## src/rtl/fir128_pkg.sv

```systemverilog
// Shared constants, coefficient table and types for the 128-tap FIR filter.
`timescale 1ns / 1ps

package fir128_pkg;

    localparam int TAPS_DEF        = 128;
    localparam int SAMPLE_BITS_DEF = 16;
    localparam int COEFF_BITS      = 16;
    localparam int ACC_BITS        = 40;
    localparam int HALF_LEN        = 64;
    localparam int FULL_LEN        = 128;

    // First half of the symmetric table, Q1.15; tap i equals tap 127-i.
    localparam logic signed [COEFF_BITS-1:0] HALF_COEFF [HALF_LEN] = '{
           16'sd6,    -16'sd5,   -16'sd11,   -16'sd21,
          -16'sd35,   -16'sd55,   -16'sd80,  -16'sd113,
         -16'sd152,  -16'sd198,  -16'sd251,  -16'sd309,
         -16'sd372,  -16'sd437,  -16'sd502,  -16'sd564,
         -16'sd621,  -16'sd669,  -16'sd705,  -16'sd726,
         -16'sd730,  -16'sd715,  -16'sd679,  -16'sd621,
         -16'sd544,  -16'sd449,  -16'sd338,  -16'sd215,
          -16'sd87,    16'sd43,   16'sd167,   16'sd279,
          16'sd374,   16'sd445,   16'sd489,   16'sd501,
          16'sd481,   16'sd428,   16'sd345,   16'sd234,
          16'sd103,   -16'sd42,  -16'sd193,  -16'sd338,
         -16'sd469,  -16'sd574,  -16'sd646,  -16'sd675,
         -16'sd655,  -16'sd582,  -16'sd454,  -16'sd272,
          -16'sd40,   16'sd237,   16'sd549,   16'sd885,
         16'sd1233,  16'sd1579,  16'sd1908,  16'sd2208,
         16'sd2465,  16'sd2668,  16'sd2809,  16'sd2881
    };

    // Coefficient of a tap; taps past the designed length are zero.
    function automatic logic signed [COEFF_BITS-1:0] coeff_at(input logic [31:0] tap);
        logic [5:0] idx;
        logic [31:0] mirror;
        mirror = 32'(FULL_LEN - 1) - tap;
        if (tap < 32'(HALF_LEN)) begin
            idx = tap[5:0];
            return HALF_COEFF[idx];
        end else if (tap < 32'(FULL_LEN)) begin
            idx = mirror[5:0];
            return HALF_COEFF[idx];
        end else begin
            return '0;
        end
    endfunction

    // One tap issued by the sequencer toward the MAC datapath.
    typedef struct packed {
        logic                         valid;
        logic                         first;
        logic                         last;
        logic                         live;   // entry holds a written sample
        logic signed [COEFF_BITS-1:0] coeff;
    } tap_issue_t;

endpackage

```

## src/rtl/fir128_mem.sv

```systemverilog
// Delay-line sample memory: one write port, one registered read port.
`timescale 1ns / 1ps

module fir128_mem #(
    parameter int DEPTH = fir128_pkg::TAPS_DEF,
    parameter int WIDTH = fir128_pkg::SAMPLE_BITS_DEF,
    parameter int AW    = $clog2(DEPTH)
) (
    input  logic             aclk,
    input  logic             wr_en,
    input  logic [AW-1:0]    wr_addr,
    input  logic [WIDTH-1:0] wr_data,
    input  logic             rd_en,
    input  logic [AW-1:0]    rd_addr,
    output logic [WIDTH-1:0] rd_data
);

    logic [WIDTH-1:0] mem [DEPTH];
    logic [WIDTH-1:0] rd_data_reg;

    always_ff @(posedge aclk) begin
        if (wr_en) begin
            mem[wr_addr] <= wr_data;
        end
    end

    always_ff @(posedge aclk) begin
        if (rd_en) begin
            rd_data_reg <= mem[rd_addr];
        end
    end

    assign rd_data = rd_data_reg;

endmodule

```

## src/rtl/fir128_mac.sv

```systemverilog
// Multiply-accumulate datapath, output truncation/saturation and result register.
`timescale 1ns / 1ps

module fir128_mac #(
    parameter int SAMPLE_BITS = fir128_pkg::SAMPLE_BITS_DEF
) (
    input  logic                          aclk,
    input  logic                          aresetn,
    input  fir128_pkg::tap_issue_t        issue,
    input  logic [SAMPLE_BITS-1:0]        rd_data,
    output logic                          busy,
    output logic                          m_valid,
    input  logic                          m_ready,
    output logic signed [SAMPLE_BITS-1:0] m_filtered
);

    localparam int PW  = SAMPLE_BITS + fir128_pkg::COEFF_BITS;
    localparam int AB  = fir128_pkg::ACC_BITS;
    localparam int EW  = (PW > AB) ? PW : AB;
    localparam int SH  = fir128_pkg::COEFF_BITS - 1;
    localparam int QW  = AB - SH;
    localparam int CW  = ((QW > SAMPLE_BITS) ? QW : SAMPLE_BITS) + 1;
    localparam logic signed [CW-1:0] OUT_HI = CW'((64'sd1 <<< (SAMPLE_BITS - 1)) - 64'sd1);
    localparam logic signed [CW-1:0] OUT_LO = -OUT_HI - CW'(1);

    fir128_pkg::tap_issue_t s1_reg;

    logic signed [PW-1:0] prod_reg, prod_next;
    logic                 s2_valid_reg, s2_first_reg, s2_last_reg;

    logic signed [AB-1:0] acc_reg, acc_next;
    logic signed [EW-1:0] prod_ext;
    logic                 pend_reg;

    logic                          m_valid_reg;
    logic signed [SAMPLE_BITS-1:0] out_reg, out_next;
    logic signed [QW-1:0]          q;
    logic signed [CW-1:0]          q_ext;
    logic                          load_out;

    // Stage 1: issue info aligned with the registered memory read data
    always_ff @(posedge aclk) begin
        if (!aresetn) begin
            s1_reg <= '0;
        end else begin
            s1_reg <= issue;
        end
    end

    // Stage 2: product; entries never written count as zero
    always_comb begin
        if (s1_reg.live) begin
            prod_next = $signed(rd_data) * $signed(s1_reg.coeff);
        end else begin
            prod_next = '0;
        end
    end

    always_ff @(posedge aclk) begin
        if (!aresetn) begin
            s2_valid_reg <= 1'b0;
            s2_first_reg <= 1'b0;
            s2_last_reg  <= 1'b0;
        end else begin
            s2_valid_reg <= s1_reg.valid;
            s2_first_reg <= s1_reg.first;
            s2_last_reg  <= s1_reg.last;
        end
        prod_reg <= prod_next;
    end

    // Stage 3: accumulate, wrapping at the accumulator width
    assign prod_ext = EW'(prod_reg);
    assign acc_next = s2_first_reg ? prod_ext[AB-1:0] : acc_reg + prod_ext[AB-1:0];

    always_ff @(posedge aclk) begin
        if (s2_valid_reg) begin
            acc_reg <= acc_next;
        end
    end

    // Floor back to Q1.15, then clamp
    assign q     = QW'(acc_reg >>> SH);
    assign q_ext = CW'(q);

    always_comb begin
        priority if (q_ext > OUT_HI) begin
            out_next = OUT_HI[SAMPLE_BITS-1:0];
        end else if (q_ext < OUT_LO) begin
            out_next = OUT_LO[SAMPLE_BITS-1:0];
        end else begin
            out_next = q_ext[SAMPLE_BITS-1:0];
        end
    end

    assign load_out = pend_reg && (!m_valid_reg || m_ready);

    always_ff @(posedge aclk) begin
        if (!aresetn) begin
            pend_reg    <= 1'b0;
            m_valid_reg <= 1'b0;
        end else begin
            if (s2_valid_reg && s2_last_reg) begin
                pend_reg <= 1'b1;
            end else if (load_out) begin
                pend_reg <= 1'b0;
            end
            if (load_out) begin
                m_valid_reg <= 1'b1;
            end else if (m_ready) begin
                m_valid_reg <= 1'b0;
            end
        end
        if (load_out) begin
            out_reg <= out_next;
        end
    end

    assign busy       = s1_reg.valid || s2_valid_reg || pend_reg;
    assign m_valid    = m_valid_reg;
    assign m_filtered = out_reg;

endmodule

```

## src/rtl/fir_filter_128_tap.sv

```systemverilog
// Top level of the 128-tap direct-form FIR filter with a shared MAC.
// A new item is taken only once the MAC has drained the last one; one delay-line memory read per tap.
// A finished result waits in the output register while the next item is taken.
// Reset (synchronous, active low) empties the delay line via a fill count.
`timescale 1ns / 1ps

module fir_filter_128_tap #(
    parameter int TAPS        = fir128_pkg::TAPS_DEF,
    parameter int SAMPLE_BITS = fir128_pkg::SAMPLE_BITS_DEF
) (
    input  logic                          aclk,
    input  logic                          aresetn,
    input  logic                          s_valid,
    output logic                          s_ready,
    input  logic signed [SAMPLE_BITS-1:0] s_sample,
    output logic                          m_valid,
    input  logic                          m_ready,
    output logic signed [SAMPLE_BITS-1:0] m_filtered
);

    localparam int AW = $clog2(TAPS);
    localparam int FW = $clog2(TAPS + 1);
    localparam logic [AW-1:0] LAST_ADDR = AW'(TAPS - 1);
    localparam logic [FW-1:0] FILL_MAX  = FW'(TAPS);

    localparam logic [1:0] ST_IDLE = 2'd0;
    localparam logic [1:0] ST_RUN  = 2'd1;
    localparam logic [1:0] ST_WAIT = 2'd2;

    logic [1:0]    state_reg, state_next;
    logic [AW-1:0] wr_ptr_reg, wr_ptr_next;
    logic [AW-1:0] rd_ptr_reg, rd_ptr_next;
    logic [AW-1:0] age_reg, age_next;
    logic [FW-1:0] fill_reg, fill_next;

    logic                   accept;
    logic                   mac_busy;
    logic [SAMPLE_BITS-1:0] rd_data;
    fir128_pkg::tap_issue_t issue;

    assign s_ready = (state_reg == ST_IDLE);
    assign accept  = s_valid && s_ready;

    always_comb begin
        state_next  = state_reg;
        wr_ptr_next = wr_ptr_reg;
        rd_ptr_next = rd_ptr_reg;
        age_next    = age_reg;
        fill_next   = fill_reg;
        unique case (state_reg)
            ST_IDLE: begin
                if (accept) begin
                    wr_ptr_next = (wr_ptr_reg == LAST_ADDR) ? '0 : wr_ptr_reg + AW'(1);
                    rd_ptr_next = wr_ptr_reg;
                    age_next    = '0;
                    fill_next   = (fill_reg == FILL_MAX) ? fill_reg : fill_reg + FW'(1);
                    state_next  = ST_RUN;
                end
            end
            ST_RUN: begin
                // walk from newest to oldest sample
                rd_ptr_next = (rd_ptr_reg == '0) ? LAST_ADDR : rd_ptr_reg - AW'(1);
                age_next    = age_reg + AW'(1);
                if (age_reg == LAST_ADDR) begin
                    state_next = ST_WAIT;
                end
            end
            ST_WAIT: begin
                if (!mac_busy) begin
                    state_next = ST_IDLE;
                end
            end
            default: begin
                state_next = ST_IDLE;
            end
        endcase
    end

    always_ff @(posedge aclk) begin
        if (!aresetn) begin
            state_reg  <= ST_IDLE;
            wr_ptr_reg <= '0;
            fill_reg   <= '0;
            rd_ptr_reg <= '0;
            age_reg    <= '0;
        end else begin
            state_reg  <= state_next;
            wr_ptr_reg <= wr_ptr_next;
            fill_reg   <= fill_next;
            rd_ptr_reg <= rd_ptr_next;
            age_reg    <= age_next;
        end
    end

    always_comb begin
        issue.valid = (state_reg == ST_RUN);
        issue.first = (age_reg == '0);
        issue.last  = (age_reg == LAST_ADDR);
        issue.live  = (FW'(age_reg) < fill_reg);
        issue.coeff = fir128_pkg::coeff_at(32'(age_reg));
    end

    fir128_mem #(
        .DEPTH (TAPS),
        .WIDTH (SAMPLE_BITS),
        .AW    (AW)
    ) u_mem (
        .aclk    (aclk),
        .wr_en   (accept),
        .wr_addr (wr_ptr_reg),
        .wr_data (s_sample),
        .rd_en   (issue.valid),
        .rd_addr (rd_ptr_reg),
        .rd_data (rd_data)
    );

    fir128_mac #(
        .SAMPLE_BITS (SAMPLE_BITS)
    ) u_mac (
        .aclk       (aclk),
        .aresetn    (aresetn),
        .issue      (issue),
        .rd_data    (rd_data),
        .busy       (mac_busy),
        .m_valid    (m_valid),
        .m_ready    (m_ready),
        .m_filtered (m_filtered)
    );

    a_fill_bound: assert property (@(posedge aclk) disable iff (!aresetn)
        fill_reg <= FILL_MAX)
        else $error("fill count above tap count");

    a_idle_drained: assert property (@(posedge aclk) disable iff (!aresetn)
        s_ready |-> !mac_busy)
        else $error("new item taken while MAC still busy");

    a_run_length: assert property (@(posedge aclk) disable iff (!aresetn)
        (state_reg == ST_RUN && age_reg == LAST_ADDR) |=> (state_reg == ST_WAIT))
        else $error("tap sweep did not end after the last tap");

    a_accept_starts: assert property (@(posedge aclk) disable iff (!aresetn)
        accept |=> (state_reg == ST_RUN && age_reg == '0 && rd_ptr_reg == $past(wr_ptr_reg)))
        else $error("tap sweep did not start at the newest sample");

endmodule

```

## config.mk

```make
export PLATFORM = sky130hd
export DESIGN_NAME = fir_filter_128_tap
export DESIGN_NICKNAME = d
export VERILOG_FILES = /design/src/rtl/fir128_pkg.sv /design/src/rtl/fir128_mem.sv /design/src/rtl/fir128_mac.sv /design/src/rtl/fir_filter_128_tap.sv
export SDC_FILE = /design/constraint.sdc
export NUM_CORES = 2
export LEC_CHECK = 0
export BUFFER_PORTS_ARGS = -buffer_cell sky130_fd_sc_hd__clkbuf_2
export CAP_MARGIN = 30
export CELL_PAD_IN_SITES_DETAIL_PLACEMENT = 0
export CELL_PAD_IN_SITES_GLOBAL_PLACEMENT = 2
export CORE_MARGIN = 1.5
export CORE_UTILIZATION = 45
export CTS_CLUSTER_SIZE = 12
export DETAILED_ROUTE_END_ITERATION = 10
export PLACE_DENSITY = 0.82
export SLEW_MARGIN = 20
export SYNTH_ARGS = -nofsm -noshare
export SYNTH_HDL_FRONTEND = slang
export SYNTH_SLANG_ARGS = --single-unit
```

## constraint.sdc

```tcl
create_clock -name aclk -period 17.2 [get_ports aclk]
set_input_delay 2.58 -clock aclk [delete_from_list [all_inputs] [get_ports aclk]]
set_output_delay 2.58 -clock aclk [all_outputs]
set_load 0.02 [all_outputs]
```

==> flow_summary.yaml <==
worst_setup_path:
  worst-endpoint-required_ps: 17930
  setup.worst_path.class: "flop to flop"
  critPathMaxFanout: 22
  regToRegStartpoint: "u_mac.s1_reg[14]"
  crit_arrival_ps: 7410
  crit_end: "u_mac.prod_reg[28]"
  startpoint: "u_mac.s1_reg[14]"
  critPathLaunchType: "flop"
  rrSetupSlack_ps: 10530
  cp-end-kind: "flop"
  rr_worst_depth: 20
  r2r_end: "u_mac.prod_reg[28]"
sta:
  slew_headroom: 0.306
  drv_slew: 0
  holdWs_ps: 433
  period_minus_slack_ps: 6670
  worst_pin_slew_ps: 1040
  fmax_mhz: 150
  finalSetupTns_ps: 0
  fin_crit_sh: 0.388
  finalClockSkew_ps: 102
  hold_viol: 0
  setup_viol: 0
  rsz0062_at_grt: "no"
  finalWorstSetupSlack_ps: 10530
place:
  dp.cells: 8159
  pre_cts_slack_ps: 10450
  detailed_place_hpwl_mm: 142
  io_buffers: 37
  placed_area_sq_um: 102000
  place.gp.congestion: 0.826
floorplanning:
  die-area_sq_um: 220000
  fp.dieW_um: 469
  coreArea_sq_um: 215000
  start_util: 0.454
  io-pin-count: 38
  dieHeight_um: 469
  row_count: 170
synth:
  synth_edf_count: 2120
  seq_area_frac_synth: 0.668
  yosysWarnings: 0
  ys_ff_latch: 2205
  synth.mux.area_fraction: 0.153
  synth_compound_area_frac: 0.0343
  synth_top_family_by_area: "multiplexers"
  ys_types: 71
  ys.flop_type: "edfxtp_1"
  synth_nets: 5802
  syn_area_sq_um: 97800
  synthCells: 5376
  synth_xor_area_frac: 0.00743
  synthArstFlopShare: 0
  synthSimpleGateAreaFrac: 0.0404
  synthAdderAreaFrac: 0.0717
  syn_area_per_cell_sq_um: 18.2
global_route:
  overflow: 0
  antenna_found_initial: 8
  track_usage: 0.210
  grt_pass1_vias: 50900
  grt_max_degree: 135
  grt_pass1_wl_mm: 343
clock_network:
  numClockSinks: 2205
  postCtsHoldBufs: 0
  post_cts_resized: 0
  post_cts_buffers: 0
  htree_levels: 4
  cts_buffer_depth: 3
  insertion_delay_ps: 900
  cts_buffers: 218
  cts_tree: "built"
  cts.clk_slew.worst_paths_ps: 60
  clockRootBuffer: "clkbuf_16"
routing:
  wl_met1_mm: 96.5
  top_layer: "met5"
  wire_per_inst_um: 27.3
  first_pass_iters: 8
  routed_via_density: 5.87
  num_vias: 50000
  antenna_left: 0
  drt_iter0_drc: 5469
  remaining_drc_errors: 0
  wl_met3_mm: 16.0
  drt_wl_total_mm: 232
  met2WireLength_mm: 114
power_and_ir_drop:
  peakVddDrop_mv: 0.113
  p_leak_nw: 36.1
  power_density_nw_per_um2: 118
cells_and_area:
  final_cell_count_no_fill: 8509
  drive_gt1_frac: 0.207
  final_common_cell: "edfxtp_1"
  stdcell_area_sq_um: 109000
  layout.nets: 5976
  area.growth.synth_to_final_pct: 11.1
  largest_reg_flops: 2048
  final_cell_mix: "2,120 x edfxtp_1, 640 x mux4_2, 332 x inv_1"
hold_path:
  min_path_type: "flop to flop"
job:
  maxCapViolations: 0
run_status:
  status: "finished clean"
-- Yosys cell counts, drive strengths merged (85+ instances only) --
master / instances / area (sq um)
edfxtp: 2120 / 63700
mux4: 640 / 14400
inv: 335 / 1260
nand2: 279 / 1050
fa: 257 / 5140
nor2: 241 / 905
clkbuf: 181 / 679
ha: 149 / 1860
and2: 141 / 882
o21ai: 129 / 646
a21oi: 121 / 606
buf: 101 / 514
dfxtp: 85 / 1700
-- layer usage --
metal / GRT usage / vias to the layer above
met2: 0.345 / 1865
met4: 0.0541 / 4
met5: 0 / -
met3: 0.0357 / 326
li1: - / 21300
met1: 0.292 / 26500
-- worst min path at each step --
stage | start | endpoint | cells past startpoint
after floorplan | u_mac.s1_reg[18] | u_mac.s2_first_reg | 1
after global placement | u_mac.s1_reg[18] | u_mac.s2_first_reg | 1
after detailed placement | u_mac.s1_reg[18] | u_mac.s2_first_reg | 1
after CTS | u_mac.s1_reg[18] | u_mac.s2_first_reg | 1
after global routing | u_mac.s1_reg[18] | u_mac.s2_first_reg | 1
final | u_mac.s1_reg[17] | u_mac.s2_last_reg | 1
-- worst max-delay path, stage by stage (launching register included) --
cell and delay [ps]:
dfxtp_1 820, inv_1 450, nor2_1 250, fa_1 460
fa_1 450, fa_1 510, fa_1 430, fa_1 500
inv_1 50, fa_1 470, inv_1 40, ha_1 350
a21o_1 200, a21o_1 170, a21o_1 190, nand3b_1 150
a31oi_1 320, nor3_1 150, o41ai_1 340, xnor2_1 100
and2_1 160
-- cell type report --
type                            instances  area (sq um)
Fill cell                           17300        107000
Multi-Input combinational cell       2551         30000
Antenna cell                            4          10.0
Clock inverter                         69           822
Tap cell                             2838          3550
Clock buffer                          268          5660
Sequential cell                      2205         65400
Timing Repair Buffer                  236          1920
Inverter                              338          1270
-- logic make-up (layout without fill, tap and decap cells) --
family          Yosys count  in the layout
compound gates          520            520
xor+xnor                 83             83
fa+ha+maj               406            406
buf+inv                 620            911
flops                  2205           2205
mux                     694            694
other cells               0              4
simple gates            848            848
-- power breakdown --
part	switching, W	internal, W	total, W	leakage (nW)
registers	0.0000800	0.00595	0.00603	19.8
logic	0.00137	0.00102	0.00239	13.2
clock network	0.00199	0.00243	0.00442	3.13
-- per-stage QoR --
stage	util	power [W]
after floorplan	-	0.00785
after global placement	0.473	0.00854
after CTS	0.504	0.0130
after global routing	0.505	0.0134
after detailed placement	0.474	0.00855
final	0.505	0.0128
Note: power is estimated with default switching activity, not from simulation.
